$ cat src/rtl/mmss_pkg.sv
// ----------------------------------------------------------------------------
// mmss_pkg
// Shared types, codes and helper functions for the MM:SS frame builder.
// ----------------------------------------------------------------------------
package mmss_pkg;

    // Command codes carried on s_tuser
    localparam logic [1:0] OP_TIME  = 2'd0;
    localparam logic [1:0] OP_BLANK = 2'd1;
    localparam logic [1:0] OP_DONE  = 2'd2;

    // Configuration register indexes
    localparam logic [2:0] CFG_SLOT_A_HIGH = 3'd0;
    localparam logic [2:0] CFG_SLOT_A_LOW  = 3'd1;
    localparam logic [2:0] CFG_SLOT_B_HIGH = 3'd2;
    localparam logic [2:0] CFG_SLOT_B_LOW  = 3'd3;
    localparam logic [2:0] CFG_COLON_POS   = 3'd4;

    // Divisors for the two division passes
    localparam logic [15:0] MS_PER_MIN = 16'd60000;
    localparam logic [15:0] MS_PER_SEC = 16'd1000;
    localparam logic [31:0] MIN_CLAMP  = 32'd99;

    // Glyphs for the word dOnE (bit0 = A .. bit6 = G)
    localparam logic [6:0] GLYPH_LOWER_D = 7'h5E;
    localparam logic [6:0] GLYPH_UPPER_O = 7'h3F;
    localparam logic [6:0] GLYPH_LOWER_N = 7'h54;
    localparam logic [6:0] GLYPH_UPPER_E = 7'h79;

    // Configuration register set
    typedef struct packed {
        logic [1:0] slot_a_high;
        logic [1:0] slot_a_low;
        logic [1:0] slot_b_high;
        logic [1:0] slot_b_low;
        logic [3:0] colon_pos;
    } cfg_t;

    // Decimal digit to segment pattern
    function automatic logic [6:0] font_digit(input logic [3:0] d);
        logic [6:0] seg;
        case (d)
            4'd0:    seg = 7'h3F;
            4'd1:    seg = 7'h06;
            4'd2:    seg = 7'h5B;
            4'd3:    seg = 7'h4F;
            4'd4:    seg = 7'h66;
            4'd5:    seg = 7'h6D;
            4'd6:    seg = 7'h7D;
            4'd7:    seg = 7'h07;
            4'd8:    seg = 7'h7F;
            4'd9:    seg = 7'h6F;
            default: seg = 7'h00;
        endcase
        return seg;
    endfunction

    // Tens digit of a value below 100: multiply by 205, take bits 14..11
    function automatic logic [3:0] tens_of(input logic [6:0] x);
        logic [14:0] p;
        p = 15'(x) * 15'd205;
        return p[14:11];
    endfunction

    // Units digit of a value below 100
    function automatic logic [3:0] units_of(input logic [6:0] x);
        logic [6:0] r;
        r = x - 7'(tens_of(x)) * 7'd10;
        return r[3:0];
    endfunction

endpackage

$ cat src/rtl/mmss_div.sv
// ----------------------------------------------------------------------------
// mmss_div
// Bit-serial restoring divider: 32-bit dividend by 16-bit divisor, one
// quotient bit per cycle.
// ----------------------------------------------------------------------------
module mmss_div
(
    input  logic        clk,
    input  logic        rst_n,
    input  logic        start,
    input  logic [31:0] dividend,
    input  logic [15:0] divisor,
    output logic        busy,
    output logic        done,
    output logic [31:0] quotient,
    output logic [15:0] remainder
);

    logic        busy_reg, busy_next;
    logic        done_reg, done_next;
    logic [4:0]  cnt_reg,  cnt_next;
    logic [31:0] quo_reg,  quo_next;
    logic [15:0] rem_reg,  rem_next;
    logic [15:0] d_reg,    d_next;
    logic [16:0] trial;
    logic        fits;

    // One restoring step: bring down the next dividend bit and try a subtract
    assign trial = {rem_reg, quo_reg[31]};
    assign fits  = trial >= {1'b0, d_reg};

    always_comb
    begin
        busy_next = busy_reg;
        done_next = 1'b0;
        cnt_next  = cnt_reg;
        quo_next  = quo_reg;
        rem_next  = rem_reg;
        d_next    = d_reg;
        if (start)
        begin
            busy_next = 1'b1;
            cnt_next  = 5'd0;
            quo_next  = dividend;
            rem_next  = 16'd0;
            d_next    = divisor;
        end
        else if (busy_reg)
        begin
            quo_next = {quo_reg[30:0], fits};
            rem_next = fits ? 16'(trial - {1'b0, d_reg}) : trial[15:0];
            cnt_next = cnt_reg + 5'd1;
            if (cnt_reg == 5'd31)
            begin
                busy_next = 1'b0;
                done_next = 1'b1;
            end
        end
    end

    // Control state
    always_ff @(posedge clk or negedge rst_n)
    begin
        if (!rst_n)
        begin
            busy_reg <= 1'b0;
            done_reg <= 1'b0;
            cnt_reg  <= 5'd0;
        end
        else
        begin
            busy_reg <= busy_next;
            done_reg <= done_next;
            cnt_reg  <= cnt_next;
        end
    end

    // Datapath shift registers
    always_ff @(posedge clk)
    begin
        quo_reg <= quo_next;
        rem_reg <= rem_next;
        d_reg   <= d_next;
    end

    assign busy      = busy_reg;
    assign done      = done_reg;
    assign quotient  = quo_reg;
    assign remainder = rem_reg;

    // Partial remainder stays below the divisor throughout a division
    a_rem_below_divisor: assert property (@(posedge clk) disable iff (!rst_n)
        busy_reg |-> rem_reg < d_reg)
        else $error("divider remainder not below divisor");

endmodule

$ cat src/rtl/mmss_pack.sv
// ----------------------------------------------------------------------------
// mmss_pack
// Splits minutes and seconds into digits, maps them through the segment font
// and places the four patterns and the colon into the chain word.
// ----------------------------------------------------------------------------
module mmss_pack
(
    input  logic [1:0]     op,
    input  logic [6:0]     mins,
    input  logic [5:0]     secs,
    input  mmss_pkg::cfg_t cfg,
    output logic [31:0]    word
);

    logic [6:0]  pat [4];
    logic [13:0] hi;
    logic [15:0] lo;
    logic [15:0] colon_mask;
    logic        colon;

    // Clock digit patterns (3 = leftmost .. 0 = rightmost)
    always_comb
    begin
        colon = 1'b0;
        case (op)
            mmss_pkg::OP_TIME:
            begin
                pat[3] = mmss_pkg::font_digit(mmss_pkg::tens_of(mins));
                pat[2] = mmss_pkg::font_digit(mmss_pkg::units_of(mins));
                pat[1] = mmss_pkg::font_digit(mmss_pkg::tens_of({1'b0, secs}));
                pat[0] = mmss_pkg::font_digit(mmss_pkg::units_of({1'b0, secs}));
                colon  = 1'b1;
            end
            mmss_pkg::OP_DONE:
            begin
                pat[3] = mmss_pkg::GLYPH_LOWER_D;
                pat[2] = mmss_pkg::GLYPH_UPPER_O;
                pat[1] = mmss_pkg::GLYPH_LOWER_N;
                pat[0] = mmss_pkg::GLYPH_UPPER_E;
            end
            default:
            begin
                // blank, and the unused code
                pat[3] = 7'h00;
                pat[2] = 7'h00;
                pat[1] = 7'h00;
                pat[0] = 7'h00;
            end
        endcase
    end

    // Slot mapping onto the two boards, colon ORed into the second board
    assign colon_mask = colon ? (16'd1 << cfg.colon_pos) : 16'd0;
    assign hi   = {pat[cfg.slot_a_high], pat[cfg.slot_a_low]};
    assign lo   = {2'b00, pat[cfg.slot_b_high], pat[cfg.slot_b_low]} | colon_mask;
    assign word = {2'b00, hi, lo};

endmodule

$ cat src/rtl/mmss_seven_segment_frame_builder_top.sv
// ----------------------------------------------------------------------------
// mmss_seven_segment_frame_builder_top
// Builds one 32-bit two-board chain word per command and flags repeats of
// the last word sent.
// ----------------------------------------------------------------------------
// Sequence: a time command runs two passes of the bit-serial divider (minutes,
// then seconds) and then the pack step; blank and dOnE go straight to the pack
// step. One command is in work at a time: a new one is accepted only in idle.
// A full output register that is not taken stalls the pack step. Reset is
// asynchronous, active low: control and configuration registers return to
// defaults, the word cache becomes invalid.
// ----------------------------------------------------------------------------
module mmss_seven_segment_frame_builder_top
(
    input  logic        clk,
    input  logic        rst_n,
    // input items
    input  logic        s_tvalid,
    output logic        s_tready,
    input  logic [31:0] s_tdata,   // [31:0] elapsed_ms
    input  logic [1:0]  s_tuser,   // [1:0] op
    // result items
    output logic        m_tvalid,
    input  logic        m_tready,
    output logic [31:0] m_tdata,   // [31:0] frame_word
    output logic        m_tuser,   // [0] send
    // configuration writes
    input  logic        cfg_valid,
    output logic        cfg_ready,
    input  logic [2:0]  cfg_index,
    input  logic [3:0]  cfg_data
);

    typedef enum logic [3:0] {
        ST_IDLE = 4'b0001,
        ST_MIN  = 4'b0010,
        ST_SEC  = 4'b0100,
        ST_PACK = 4'b1000
    } state_t;

    state_t         state_reg, state_next;
    mmss_pkg::cfg_t cfg_reg,   cfg_next;
    logic [1:0]     op_reg,    op_next;
    logic [6:0]     mins_reg,  mins_next;
    logic [5:0]     secs_reg,  secs_next;
    logic [31:0]    last_word_reg,  last_word_next;
    logic           last_valid_reg, last_valid_next;
    logic           out_valid_reg,  out_valid_next;
    logic [31:0]    out_word_reg,   out_word_next;
    logic           out_send_reg,   out_send_next;

    logic        in_accept;
    logic        out_free;
    logic        send;
    logic [31:0] word;
    logic        div_start;
    logic [31:0] div_dividend;
    logic [15:0] div_divisor;
    logic        div_busy;
    logic        div_done;
    logic [31:0] div_quotient;
    logic [15:0] div_remainder;

    assign in_accept = s_tvalid && s_tready;
    assign s_tready  = (state_reg == ST_IDLE);
    assign cfg_ready = 1'b1;
    assign out_free  = !out_valid_reg || m_tready;

    // Shared serial divider: ms / 60000, then remainder / 1000
    mmss_div u_div
    (
        .clk       (clk),
        .rst_n     (rst_n),
        .start     (div_start),
        .dividend  (div_dividend),
        .divisor   (div_divisor),
        .busy      (div_busy),
        .done      (div_done),
        .quotient  (div_quotient),
        .remainder (div_remainder)
    );

    // Digit font and slot mapping
    mmss_pack u_pack
    (
        .op   (op_reg),
        .mins (mins_reg),
        .secs (secs_reg),
        .cfg  (cfg_reg),
        .word (word)
    );

    assign send = !(last_valid_reg && (last_word_reg == word));

    // Configuration register writes
    always_comb
    begin
        cfg_next = cfg_reg;
        if (cfg_valid && cfg_ready)
        begin
            case (cfg_index)
                mmss_pkg::CFG_SLOT_A_HIGH: cfg_next.slot_a_high = cfg_data[1:0];
                mmss_pkg::CFG_SLOT_A_LOW:  cfg_next.slot_a_low  = cfg_data[1:0];
                mmss_pkg::CFG_SLOT_B_HIGH: cfg_next.slot_b_high = cfg_data[1:0];
                mmss_pkg::CFG_SLOT_B_LOW:  cfg_next.slot_b_low  = cfg_data[1:0];
                mmss_pkg::CFG_COLON_POS:   cfg_next.colon_pos   = cfg_data;
                default:                   cfg_next = cfg_reg;
            endcase
        end
    end

    // Sequencer
    always_comb
    begin
        state_next      = state_reg;
        op_next         = op_reg;
        mins_next       = mins_reg;
        secs_next       = secs_reg;
        last_word_next  = last_word_reg;
        last_valid_next = last_valid_reg;
        out_valid_next  = out_valid_reg && !m_tready;
        out_word_next   = out_word_reg;
        out_send_next   = out_send_reg;
        div_start       = 1'b0;
        div_dividend    = s_tdata;
        div_divisor     = mmss_pkg::MS_PER_MIN;
        case (state_reg)
            ST_IDLE:
            begin
                if (in_accept)
                begin
                    op_next = s_tuser;
                    if (s_tuser == mmss_pkg::OP_TIME)
                    begin
                        div_start  = 1'b1;
                        state_next = ST_MIN;
                    end
                    else
                    begin
                        state_next = ST_PACK;
                    end
                end
            end
            ST_MIN:
            begin
                if (div_done)
                begin
                    mins_next    = (div_quotient > mmss_pkg::MIN_CLAMP) ?
                                   7'd99 : div_quotient[6:0];
                    div_start    = 1'b1;
                    div_dividend = {16'd0, div_remainder};
                    div_divisor  = mmss_pkg::MS_PER_SEC;
                    state_next   = ST_SEC;
                end
            end
            ST_SEC:
            begin
                if (div_done)
                begin
                    secs_next  = div_quotient[5:0];
                    state_next = ST_PACK;
                end
            end
            ST_PACK:
            begin
                if (out_free)
                begin
                    out_valid_next = 1'b1;
                    out_word_next  = word;
                    out_send_next  = send;
                    if (send)
                    begin
                        last_word_next  = word;
                        last_valid_next = 1'b1;
                    end
                    state_next = ST_IDLE;
                end
            end
            default:
            begin
                state_next = ST_IDLE;
            end
        endcase
    end

    // Control state and configuration
    always_ff @(posedge clk or negedge rst_n)
    begin
        if (!rst_n)
        begin
            state_reg           <= ST_IDLE;
            cfg_reg.slot_a_high <= 2'd3;
            cfg_reg.slot_a_low  <= 2'd2;
            cfg_reg.slot_b_high <= 2'd1;
            cfg_reg.slot_b_low  <= 2'd0;
            cfg_reg.colon_pos   <= 4'd14;
            last_word_reg       <= 32'd0;
            last_valid_reg      <= 1'b0;
            out_valid_reg       <= 1'b0;
        end
        else
        begin
            state_reg      <= state_next;
            cfg_reg        <= cfg_next;
            last_word_reg  <= last_word_next;
            last_valid_reg <= last_valid_next;
            out_valid_reg  <= out_valid_next;
        end
    end

    // Payload registers
    always_ff @(posedge clk)
    begin
        op_reg       <= op_next;
        mins_reg     <= mins_next;
        secs_reg     <= secs_next;
        out_word_reg <= out_word_next;
        out_send_reg <= out_send_next;
    end

    assign m_tvalid = out_valid_reg;
    assign m_tdata  = out_word_reg;
    assign m_tuser  = out_send_reg;

    // Divider never runs while the block waits for a command
    a_div_idle: assert property (@(posedge clk) disable iff (!rst_n)
        (state_reg == ST_IDLE) |-> !div_busy)
        else $error("divider busy while idle");

    // Packed time fields are in range
    a_time_range: assert property (@(posedge clk) disable iff (!rst_n)
        (state_reg == ST_PACK && op_reg == mmss_pkg::OP_TIME) |->
        (mins_reg <= 7'd99 && secs_reg <= 6'd59))
        else $error("minutes or seconds out of range");

    // A pending result flagged not to send matches the valid cache
    a_repeat_cached: assert property (@(posedge clk) disable iff (!rst_n)
        (out_valid_reg && !out_send_reg) |->
        (last_valid_reg && last_word_reg == out_word_reg))
        else $error("repeat result does not match cache");

    // Any delivered result leaves the cache valid
    a_cache_valid: assert property (@(posedge clk) disable iff (!rst_n)
        (state_reg == ST_PACK && out_free) |=> last_valid_reg)
        else $error("cache invalid after result");

endmodule

$ cat config.mk
export PLATFORM = sky130hd
export DESIGN_NAME = mmss_seven_segment_frame_builder_top
export DESIGN_NICKNAME = d
export VERILOG_FILES = /design/src/rtl/mmss_pkg.sv /design/src/rtl/mmss_div.sv /design/src/rtl/mmss_pack.sv /design/src/rtl/mmss_seven_segment_frame_builder_top.sv
export SDC_FILE = /design/constraint.sdc
export NUM_CORES = 1
export LEC_CHECK = 0
export BUFFER_PORTS_ARGS = -buffer_cell sky130_fd_sc_hd__buf_2
export CORE_ASPECT_RATIO = 2
export CORE_UTILIZATION = 45
export DETAILED_ROUTE_END_ITERATION = 7
export PLACE_DENSITY = 0.6
export SETUP_SLACK_MARGIN = 0.1
export SYNTH_ARGS = -nofsm -noshare
export SYNTH_HDL_FRONTEND = slang
export SYNTH_HIERARCHICAL = 1
export SYNTH_SLANG_ARGS = --single-unit
$ cat constraint.sdc
create_clock -name clk -period 9.49 [get_ports clk]
set_clock_uncertainty 0.05 [all_clocks]
set_input_delay 0.4745 -clock clk [delete_from_list [all_inputs] [get_ports clk]]
set_output_delay 0.4745 -clock clk [all_outputs]
set_load 0.03 [all_outputs]
==> impl_results.md, run 1 <==
- Synth Area per Inst: 10.4 sq um
- CTS tree: done
- Largest net degree at the start of global routing: 78
- Die Ht: 236 microns
- Worst skew pair latency: 0.46 ns
- Layout Nets: 1403
- Number of diodes: 0
- Post-synth top flop: edfxtp_1
- Area Overhead vs Synth: 10.1%
- Ys Warns: 6
- FILL cells: 2518
- Critical path type: flop to flop
- WL met3: 911 microns
- H-Tree Depth: 4
- DR pass1 iterations: 7
- Met2 WL: 19600 microns
- Hpwl dp: 26400 microns
- Register area: 4640 sq um
- I/O pin cnt: 82
- Synth async-reset ratio: 33.7%
- RSZ-0062 raised after global routing: false
- CP endpoint kind: flop
- Tightest Pin Transition: 0.936 ns
- TritonCTS Buffers: 17
- Slew margin rel.: 37.1%
- Chip Width: 119 microns
- Pre-CTS setup slack: 0.693 ns
- Worst path required time: 9.79 ns
- Arr. time, crit path: 9.19 ns
- Num rows: 85
- CP most frequent cell: ha_1
- Antenna Nets Post-Route: 0
- Drt initial violations: 460
- Setup TNS: 0 ns
- Most common cell after layout, fill and taps aside: nand2_1
- Number of global-route vias before repair: 9658
- Setup ws final: 0.605 ns
- Fin util: 50.4%
- Overflow after GRT: 0
- Period Utilization, post-route: 93.6%
- Final setup viols: 0
- Worst-path clk slew: 0.07 ns
- Core ar.: 26900 sq um
- Residual DRC: 0
- Root Buffer: clkbuf_16
- Final Power: 3.46 mW
- Setup crit start kind: flop
- Placer Congestion: 0.979
- HP Class: primary input to async pin
- CP max FO: 31
- CP max stage delay: 0.68 ns
- Fin. Hold Viols: 0
- Library cells used by synthesis: 111
- Total Routing Usage GR: 25.2%
- Cts hold-fix bufs: 0
- Initial Util: 45.8%
- DR WL/cell: 21.0 microns
- Finished Cell Area: 13600 sq um
- CTS resizes: 0
- Metal-1 WL: 10900 microns
- Post-CTS Setup Inserts: 0
- R2r startpoint: mins_reg[4]
- Crit. Startpoint: mins_reg[4]
- Slowest CP cell: a32oi_1
- First-pass GRT wire length: 52900 microns
- Multi-input gate area: 7170 sq um
- Leakage power total: 5.72 nW
- Vias: 9292
- Status: finished, final reports clean
- Vias/cell: 5.79
- Placed inst area: 13000 sq um
- Most frequent cells in the layout: 126 x nand2_1, 96 x edfxtp_1, 95 x ha_1
- Die area: 28100 sq um
- IO Port Bufs: 80
- Initial antenna violation count: 1
- R2r setup slk: 0.61 ns
- Max Cap Violations: 0
- DRT Wirelength: 33700 microns
- Post-synthesis sequential area ratio: 37.6%
- Cells after Synth: 1183
- PwrDens: 255 nW/um^2
- Layout cell share with drive strength beyond 1: 21.1%
- CTS Buffer Depth: 2
- Max layer used: met5
- Worst VDD drop: 139 uV
- Clk sinks: 169
- Post-synth EDFFs: 96
- Yosys reg bits: 169
- Min Tclk post-route: 8.88 ns
- Mapped Area: 12300 sq um
- Pins Over Slew Limit: 0
- Fmax: 0.113 GHz
[critical path, delay by kind of cell (launching register included)]
kind | cells | cell delay [ns]
xor+xnor | 4 | 1.21
buf+inv | 4 | 0.76
compound gates | 7 | 2.07
mux | 1 | 0.40
fa+ha+maj | 7 | 2.46
simple gates | 7 | 1.37
flops | 1 | 0.45
[layer usage]
layer	vias up	global-route usage, %
li1	4418	-
met1	4535	22.2
met2	234	50.1
met3	103	3.63
met4	2	17.8
met5	-	0
[final cells by class]
cell class,count,area share (%)
Inverter,78,2.16
Tap cell,348,3.21
Multi-Input combinational cell,891,52.9
Clock buffer,18,3.16
Clock inverter,14,1.01
Timing Repair Buffer,88,3.39
Sequential cell,169,34.2
[cell usage after synthesis, types with 6 or more instances]
cell type,n,area (sq um)
nor3b_1,8,60.1
nand3_1,20,100
a21o_1,7,52.6
nor4_1,8,50.1
clkbuf_1,34,128
and3_1,6,37.5
mux2_2,49,552
fa_1,17,340
dfxtp_1,16,320
mux2_4,30,450
a32oi_1,7,61.3
nor2b_1,16,100
xnor2_1,42,368
nand2b_1,10,62.6
dfstp_2,8,210
a21oi_1,45,225
or3_1,6,37.5
dfrtp_1,49,1230
ha_1,95,1190
o21ai_0,35,175
a31oi_1,8,50.1
inv_1,77,289
mux2i_1,12,120
o21a_1,15,113
nor3_1,19,95.1
edfxtp_1,96,2880
xor2_1,10,87.6
nor2_1,81,304
a311oi_1,10,87.6
nand2_1,127,477
mux4_2,12,270
a211oi_1,11,82.6
nand4_1,15,93.8
and2_1,24,150
or2_2,6,37.5
[power by group]
group | internal, mW | total (mW) | switching, mW
logic | 0.650 | 1.47 | 0.818
clock network | 0.346 | 0.670 | 0.324
registers | 1.09 | 1.32 | 0.228
[metrics by stage]
stage	hold WS, ns	cells
2_1_floorplan	0.129	1192
4_1_cts	0.125	1606
3_5_place_dp	0.402	1574
5_1_grt	0.162	1606
6_report	0.108	1606
3_3_place_gp	0.407	1574
[cell families after synthesis]
logic type	share of synthesized area, %
buf+inv	4.54
fa+ha+maj	12.4
compound gates	13.4
flops	37.6
simple gates	15.7
mux	11.7
other cells	0.0913
xor+xnor	4.50
[final timing paths]
path / end / depth (start not counted)
worst max-delay path: last_word_reg[31] / 30
worst min-delay path: cfg_reg[4] / 2
worst max register to register: last_word_reg[31] / 30
worst min register to register: last_valid_reg / 1
max in group asynchronous: u_div/cnt_reg[0] / 2
min in group clk: state_reg[0] / 2
(Power assumes the default switching activity.)
==> inputs of run 2 (changes only) <==
Settings changed: BUFFER_PORTS_ARGS -buffer_cell sky130_fd_sc_hd__buf_2 to not set, DONT_BUFFER_PORTS set to 1, PLACE_DENSITY 0.6 to not set, PLACE_DENSITY_LB_ADDON set to 0.25.
==> impl_results.md, run 2 (synthesis results as in run 1) <==
- CTS tree: done (unchanged)
- Period Utilization, post-route: 93.6% (about the same)
- TritonCTS Buffers: 17 (unchanged)
- Largest net degree at the start of global routing: 78 (unchanged)
- Drt initial violations: 322 (was 460)
- DR WL/cell: 20.9 microns (was 21.0 microns)
- Vias/cell: 5.85 (was 5.79)
- CP max FO: 23 (was 31)
- Leakage power total: 5.45 nW (was 5.72 nW)
- DRT Wirelength: 31900 microns (was 33700 microns)
- H-Tree Depth: 4 (unchanged)
- Layout cell share with drive strength beyond 1: 15.9% (was 21.1%)
- Die area: 28100 sq um (unchanged)
- Setup crit start kind: flop (unchanged)
- Status: finished, final reports clean (unchanged)
- Pins Over Slew Limit: 0 (unchanged)
- FILL cells: 2491 (was 2518)
- Arr. time, crit path: 9.17 ns (was 9.19 ns)
- CP endpoint kind: flop (unchanged)
- Worst skew pair latency: 0.46 ns (about the same)
- Placed Cells: 1495 (was 1574)
- First-pass GRT wire length: 50300 microns (was 52900 microns)
- Antenna Nets Post-Route: 0 (unchanged)
- RSZ-0062 raised after global routing: false (unchanged)
- Residual DRC: 0 (unchanged)
- PwrDens: 260 nW/um^2 (was 255 nW/um^2)
- Worst path required time: 9.78 ns (was 9.79 ns)
- Num rows: 85 (unchanged)
- Slowest CP cell: o31ai_1 (was a32oi_1)
- Chip Width: 119 microns (unchanged)
- CP Buf/Inv Count: 4 (unchanged)
- Post-CTS Setup Inserts: 0 (unchanged)
- Initial Util: 45.8% (unchanged)
- CP max stage delay: 0.52 ns (was 0.68 ns)
- Fmax: 0.113 GHz (about the same)
- Core ar.: 26900 sq um (unchanged)
- IO Port Bufs: 0 (was 80)
- Placer Congestion: 1.03 (was 0.979)
- Min Tclk post-route: 8.88 ns (about the same)
- DR pass1 iterations: 5 (was 7)
- Total Routing Usage GR: 23.8% (was 25.2%)
- Most common cell after layout, fill and taps aside: nand2_1 (unchanged)
- Fin util: 49.2% (was 50.4%)
- Tightest Pin Transition: 0.909 ns (was 0.936 ns)
- Root Buffer: clkbuf_16 (unchanged)
- Layout Cells excl Fill: 1529 (was 1606)
- Die Ht: 236 microns (unchanged)
- Number of global-route vias before repair: 9271 (was 9658)
- Most frequent cells in the layout: 126 x nand2_1, 96 x edfxtp_1, 95 x ha_1 (unchanged)
- Max Cap Violations: 0 (unchanged)
- Setup TNS: 0 ns (unchanged)
- Slew margin rel.: 39.3% (was 37.1%)
- Overflow after GRT: 0 (unchanged)
- Setup ws final: 0.611 ns (was 0.605 ns)
- Hpwl dp: 24900 microns (was 26400 microns)
- Critical path type: flop to flop (unchanged)
- CP delay by family, top: adder cells (unchanged)
- Initial antenna violation count: 0 (was 1)
- Area Overhead vs Synth: 7.41% (was 10.1%)
- Layout Nets: 1326 (was 1403)
- Worst VDD drop: 158 uV (was 139 uV)
- Worst-path clk slew: 0.07 ns (about the same)
- Vias: 8952 (was 9292)
- Number of diodes: 0 (unchanged)
- Fin. Hold Viols: 0 (unchanged)
- Final setup viols: 0 (unchanged)
- Pre-CTS setup slack: 0.538 ns (was 0.693 ns)
- CP most frequent cell: ha_1 (unchanged)
- Clk sinks: 169 (unchanged)
- I/O pin cnt: 82 (unchanged)
- CTS Buffer Depth: 2 (unchanged)
- HP Class: primary input to flop (was primary input to async pin)
run 2: cell count changes in the layout (fill, tap and decap cells not counted), sizes merged:
cell	previous run	this run
inv	83	86
clkinv	6	4
bufinv	0	1
buf	88	10
dlygate4sd3	0	1
clkinvlp	3	1
run 2: stage by stage:
| stage | cell area [sq um] | hold WS [ns] | total power [mW] |
|---|---|---|---|
| after CTS | 13200 | 0.0312 | 3.45 |
| after detailed placement | 12600 | 0.132 | 2.74 |
| final | 13200 | 0.0498 | 3.44 |
| after floorplan | 12400 | 0.129 | 2.39 |
| after global routing | 13200 | 0.0335 | 3.64 |
| after global placement | 12600 | 0.132 | 2.71 |
run 2: final timing paths:
check | from | to | slack [ns] | cells past startpoint
min in group asynchronous | rst_n | cfg_reg[4] | 0.49 | 2
setup reg to reg | mins_reg[4] | last_word_reg[0] | 0.61 | 30
hold / removal | s_tvalid | state_reg[0] | 0.05 | 1
max in group asynchronous | rst_n | state_reg[0] | 8.56 | 2
hold reg to reg | last_valid_reg | last_valid_reg | 0.42 | 1
setup / recovery | mins_reg[4] | last_word_reg[0] | 0.61 | 30
run 2: report_power, final:
| group | leakage, nW | internal (mW) | switching (mW) | total (mW) |
|---|---|---|---|---|
| clock | 0.287 | 0.374 | 0.320 | 0.694 |
| combinational | 3.43 | 0.629 | 0.753 | 1.38 |
| sequential | 1.73 | 1.10 | 0.271 | 1.37 |
| total | 5.45 | 2.10 | 1.34 | 3.44 |
run 2: layout make-up:
class | instances | area (sq um) | share of cell area [%]
Clock inverter | 14 | 156 | 1.18
Clock buffer | 18 | 429 | 3.24
Sequential cell | 169 | 4640 | 35.0
Timing Repair Buffer | 11 | 105 | 0.794
Tap cell | 348 | 435 | 3.29
Inverter | 78 | 293 | 2.21
Multi-Input combinational cell | 891 | 7180 | 54.2
run 2: per-layer routing:
layer | wire length, microns | track usage, % | vias to the layer above
met3 | 976 | 4.01 | 103
li1 | - | - | 4274
met5 | 0 | 0 | -
met1 | 10300 | 20.5 | 4334
met4 | 2170 | 16.6 | 0
met2 | 18400 | 47.7 | 241
run 2: worst register-to-register path: cells and delay by family (launching register included):
kind / cells / cell delay [ns]
buffers and inverters: 4 / 0.60
multiplexers: 2 / 0.68
flip-flops: 1 / 0.46
adder cells (fa/ha/maj): 7 / 2.45
AND/OR/NAND/NOR: 5 / 1.51
XOR/XNOR: 4 / 1.02
AO/OA/AOI/OAI: 8 / 2.01
run 2: repair_timing:
item,in CTS,in global routing
hold buffers,2,0
endpoints found under the setup margin,0,23
endpoints found under the hold margin,57,0
resized for setup,0,1
==> inputs of run 3 (changes only) <==
Settings changed: ABC_AREA set to 1, CORE_UTILIZATION 45 to 60, TNS_END_PERCENT set to 50.
==> impl_results.md, run 3 <==
- Status: finished, final reports clean (unchanged)
- Pre-CTS setup slack: 2.10 ns (was 0.538 ns)
- Largest family of logic cells by synthesized area: simple AND/OR/NAND/NOR gates (unchanged)
- Final Power: 3.58 mW (was 3.44 mW)
- Arr. time, crit path: 7.94 ns (was 9.17 ns)
- Post-synthesis adder-cell area fraction: 11.9% (was 12.4%)
- I/O pin cnt: 82 (unchanged)
- Leakage power total: 7.11 nW (was 5.45 nW)
- Worst skew pair latency: 0.46 ns (about the same)
- Simple-Gate Fraction of Synth Area: 35.7% (was 15.7%)
- Die area: 22000 sq um (was 28100 sq um)
- CTS tree: done (unchanged)
- Tightest Pin Transition: 1.11 ns (was 0.909 ns)
- Min Tclk post-route: 7.59 ns (was 8.88 ns)
- H-Tree Depth: 4 (unchanged)
- Residual DRC: 0 (unchanged)
- Layout Cells excl Fill: 2029 (was 1529)
- CP endpoint kind: flop (unchanged)
- Post-synth top flop: edfxtp_1 (unchanged)
- Synth cell count leaders: 625 x nand2_1, 244 x inv_1, 198 x nand3_1, 97 x nor2_1, 96 x edfxtp_1 (was 127 x nand2_1, 96 x edfxtp_1, 95 x ha_1, 81 x nor2_1, 77 x inv_1)
- Initial antenna violation count: 0 (unchanged)
- Register area: 4640 sq um (unchanged)
- Post-synth EDFFs: 96 (unchanged)
- Finished Cell Area: 13700 sq um (was 13200 sq um)
- CP most frequent cell: nand2_1 (was ha_1)
- R2r setup slk: 1.90 ns (was 0.61 ns)
- Critical path type: flop to flop (unchanged)
- CTS resizes: 0 (unchanged)
- Post-synthesis sequential area ratio: 36.2% (was 37.6%)
- Yosys top cell area share: 22.5% (was 23.4%)
- R2R depth: 32 (was 30)
- DRT Wirelength: 38500 microns (was 31900 microns)
- Cells after Synth: 1754 (was 1183)
- R2r startpoint: secs_reg[4] (was mins_reg[4])
- Crit. Startpoint: secs_reg[4] (was mins_reg[4])
- Synth Area in Compound Gates: 5.08% (was 13.4%)
- Overflow after GRT: 0 (unchanged)
- Placed Cells: 1995 (was 1495)
- Worst VDD drop: 206 uV (was 158 uV)
- DR pass1 iterations: 7 (was 5)
- Critical Path Sink: last_word_reg[30] (was last_word_reg[0])
- Total Routing Usage GR: 37.1% (was 23.8%)
- Library cells used by synthesis: 56 (was 111)
- Fmax: 0.132 GHz (was 0.113 GHz)
- Mux share of post-synthesis cell area: 0.176% (was 11.7%)
- WHS Path Cells: 1 (unchanged)
- Chip Width: 105 microns (was 119 microns)
- Placer Congestion: 1.01 (was 1.03)
- Layout Nets: 1905 (was 1326)
- Largest net degree at the start of global routing: 67 (was 78)
- Number of diodes: 0 (unchanged)
- Root Buffer: clkbuf_16 (unchanged)
- Number of global-route vias before repair: 12039 (was 9271)
- Count leader, synth: nand2_1 (unchanged)
- Initial Util: 61.3% (was 45.8%)
- Worst path required time: 9.84 ns (was 9.78 ns)
- Clk sinks: 169 (unchanged)
- DR WL/cell: 19.0 microns (was 20.9 microns)
- Fin. Hold Viols: 0 (unchanged)
- Slew margin rel.: 25.4% (was 39.3%)
- TritonCTS Buffers: 17 (unchanged)
- Most frequent cells in the layout: 624 x nand2_1, 244 x inv_1, 198 x nand3_1 (was 126 x nand2_1, 96 x edfxtp_1, 95 x ha_1)
- Synth async-reset ratio: 33.7% (unchanged)
- Final setup viols: 0 (unchanged)
- Setup ws final: 1.90 ns (was 0.611 ns)
- Setup TNS: 0 ns (unchanged)
- Antenna Nets Post-Route: 0 (unchanged)
- First-pass GRT wire length: 60700 microns (was 50300 microns)
- CP max stage delay: 0.63 ns (was 0.52 ns)
- CP max FO: 33 (was 23)
- Hold Crit Start: m_tready (was s_tvalid)
- Hpwl dp: 29500 microns (was 24900 microns)
- Ys Warns: 6 (unchanged)
- Worst-path clk slew: 0.07 ns (about the same)
- CTS Buffer Depth: 2 (unchanged)
- Post-Synth XOR/XNOR Area: 1.43% (was 4.50%)
- Synth top area cells: edfxtp_1 22%, nand2_1 18%, dfrtp_1 9.6% (was edfxtp_1 23%, dfrtp_1 9.9%, ha_1 9.6%)
- Slowest CP cell: nand2_4 (was o31ai_1)
- Period Utilization, post-route: 80.0% (was 93.6%)
- Core ar.: 20900 sq um (was 26900 sq um)
- Final hold slack: 0.0536 ns (was 0.0498 ns)
- Vias: 11636 (was 8952)
- Top cell type by total area after synthesis: edfxtp_1 (unchanged)
- Area Overhead vs Synth: 6.69% (was 7.41%)
- FILL cells: 1885 (was 2491)
- HP Class: primary input to flop (unchanged)
- Pins Over Slew Limit: 0 (unchanged)
- Vias/cell: 5.73 (was 5.85)
- Reg2Reg Capture Point: last_word_reg[30] (was last_word_reg[0])
- Multi-input gate area: 7010 sq um (was 7180 sq um)
- Synth Area per Inst: 7.31 sq um (was 10.4 sq um)
- Setup crit start kind: flop (unchanged)
- Num rows: 75 (was 85)
- Mapped Area: 12800 sq um (was 12300 sq um)
- RSZ-0062 raised after global routing: false (unchanged)
- Yosys reg bits: 169 (unchanged)
- Drt initial violations: 608 (was 322)
- Die Ht: 209 microns (was 236 microns)
- Most common cell after layout, fill and taps aside: nand2_1 (unchanged)
- PwrDens: 262 nW/um^2 (was 260 nW/um^2)
- Layout cell share with drive strength beyond 1: 6.36% (was 15.9%)
- Fin util: 65.4% (was 49.2%)
- Placed inst area: 13000 sq um (was 12600 sq um)
- IO Port Bufs: 0 (unchanged)
- Max Cap Violations: 0 (unchanged)
[run 3: changes by cell type after synthesis, moves of 23 or more]
cell,change
and2_1,-23
inv_1,+167
mux2_2,-47
mux2_4,-30
nand2_1,+498
nand3_1,+178
xnor2_1,-29
[run 3: worst max-delay path, delay by kind of cell, from the launching register on]
family                     cells  cell delay (ns)
and+or+nand+nor               19             3.66
adders and majority gates      5             1.94
xor gates and xnor gates       3             0.84
DFF                            1             0.40
buffers and inverters          4             0.38
AOI/OAI and AO/OA              1             0.20
[run 3: routing by layer]
layer	GRT usage, %	vias up	part of all wire (%)
li1	-	5595	-
met1	29.3	5384	30
met2	68.1	428	54
met3	10.8	229	5.9
met4	38.0	0	11
met5	0	-	0
[run 3: worst min path at each step]
stage                        endpoint  slack, ns
global route                op_reg[1]       0.03
global placement    last_word_reg[29]       0.13
finish                       m_tvalid       0.05
CTS                         op_reg[0]       0.04
floorplan                  cfg_reg[0]       0.13
detailed placement  last_word_reg[28]       0.13
[run 3: cell type report]
| type | instances | share of cell area [%] |
|---|---|---|
| clock inverters | 15 | 1.56 |
| multi-input cells | 1293 | 51.3 |
| inverters | 257 | 7.05 |
| repair buffers | 9 | 0.658 |
| well taps | 269 | 2.46 |
| clock buffers | 17 | 3.11 |
| flip-flops and latches | 169 | 33.9 |
[run 3: kinds of logic (layout without fill, tap and decap cells)]
group / after synthesis / in the layout
mux: 2 / 2
fa+ha+maj: 112 / 112
other cells: 3 / 12
buf+inv: 301 / 298
xor+xnor: 21 / 21
simple gates: 1032 / 1032
compound gates: 114 / 114
flops: 169 / 169
[run 3: what timing repair did]
item	CTS	global route
hold endpoints to repair	57	0
setup buffers	0	0
hold buffers	2	0
[run 3: power breakdown]
group          internal (mW)  switching [mW]
combinational          0.475            1.02
sequential              1.08           0.246
clock                  0.445           0.314
total                   2.00            1.58
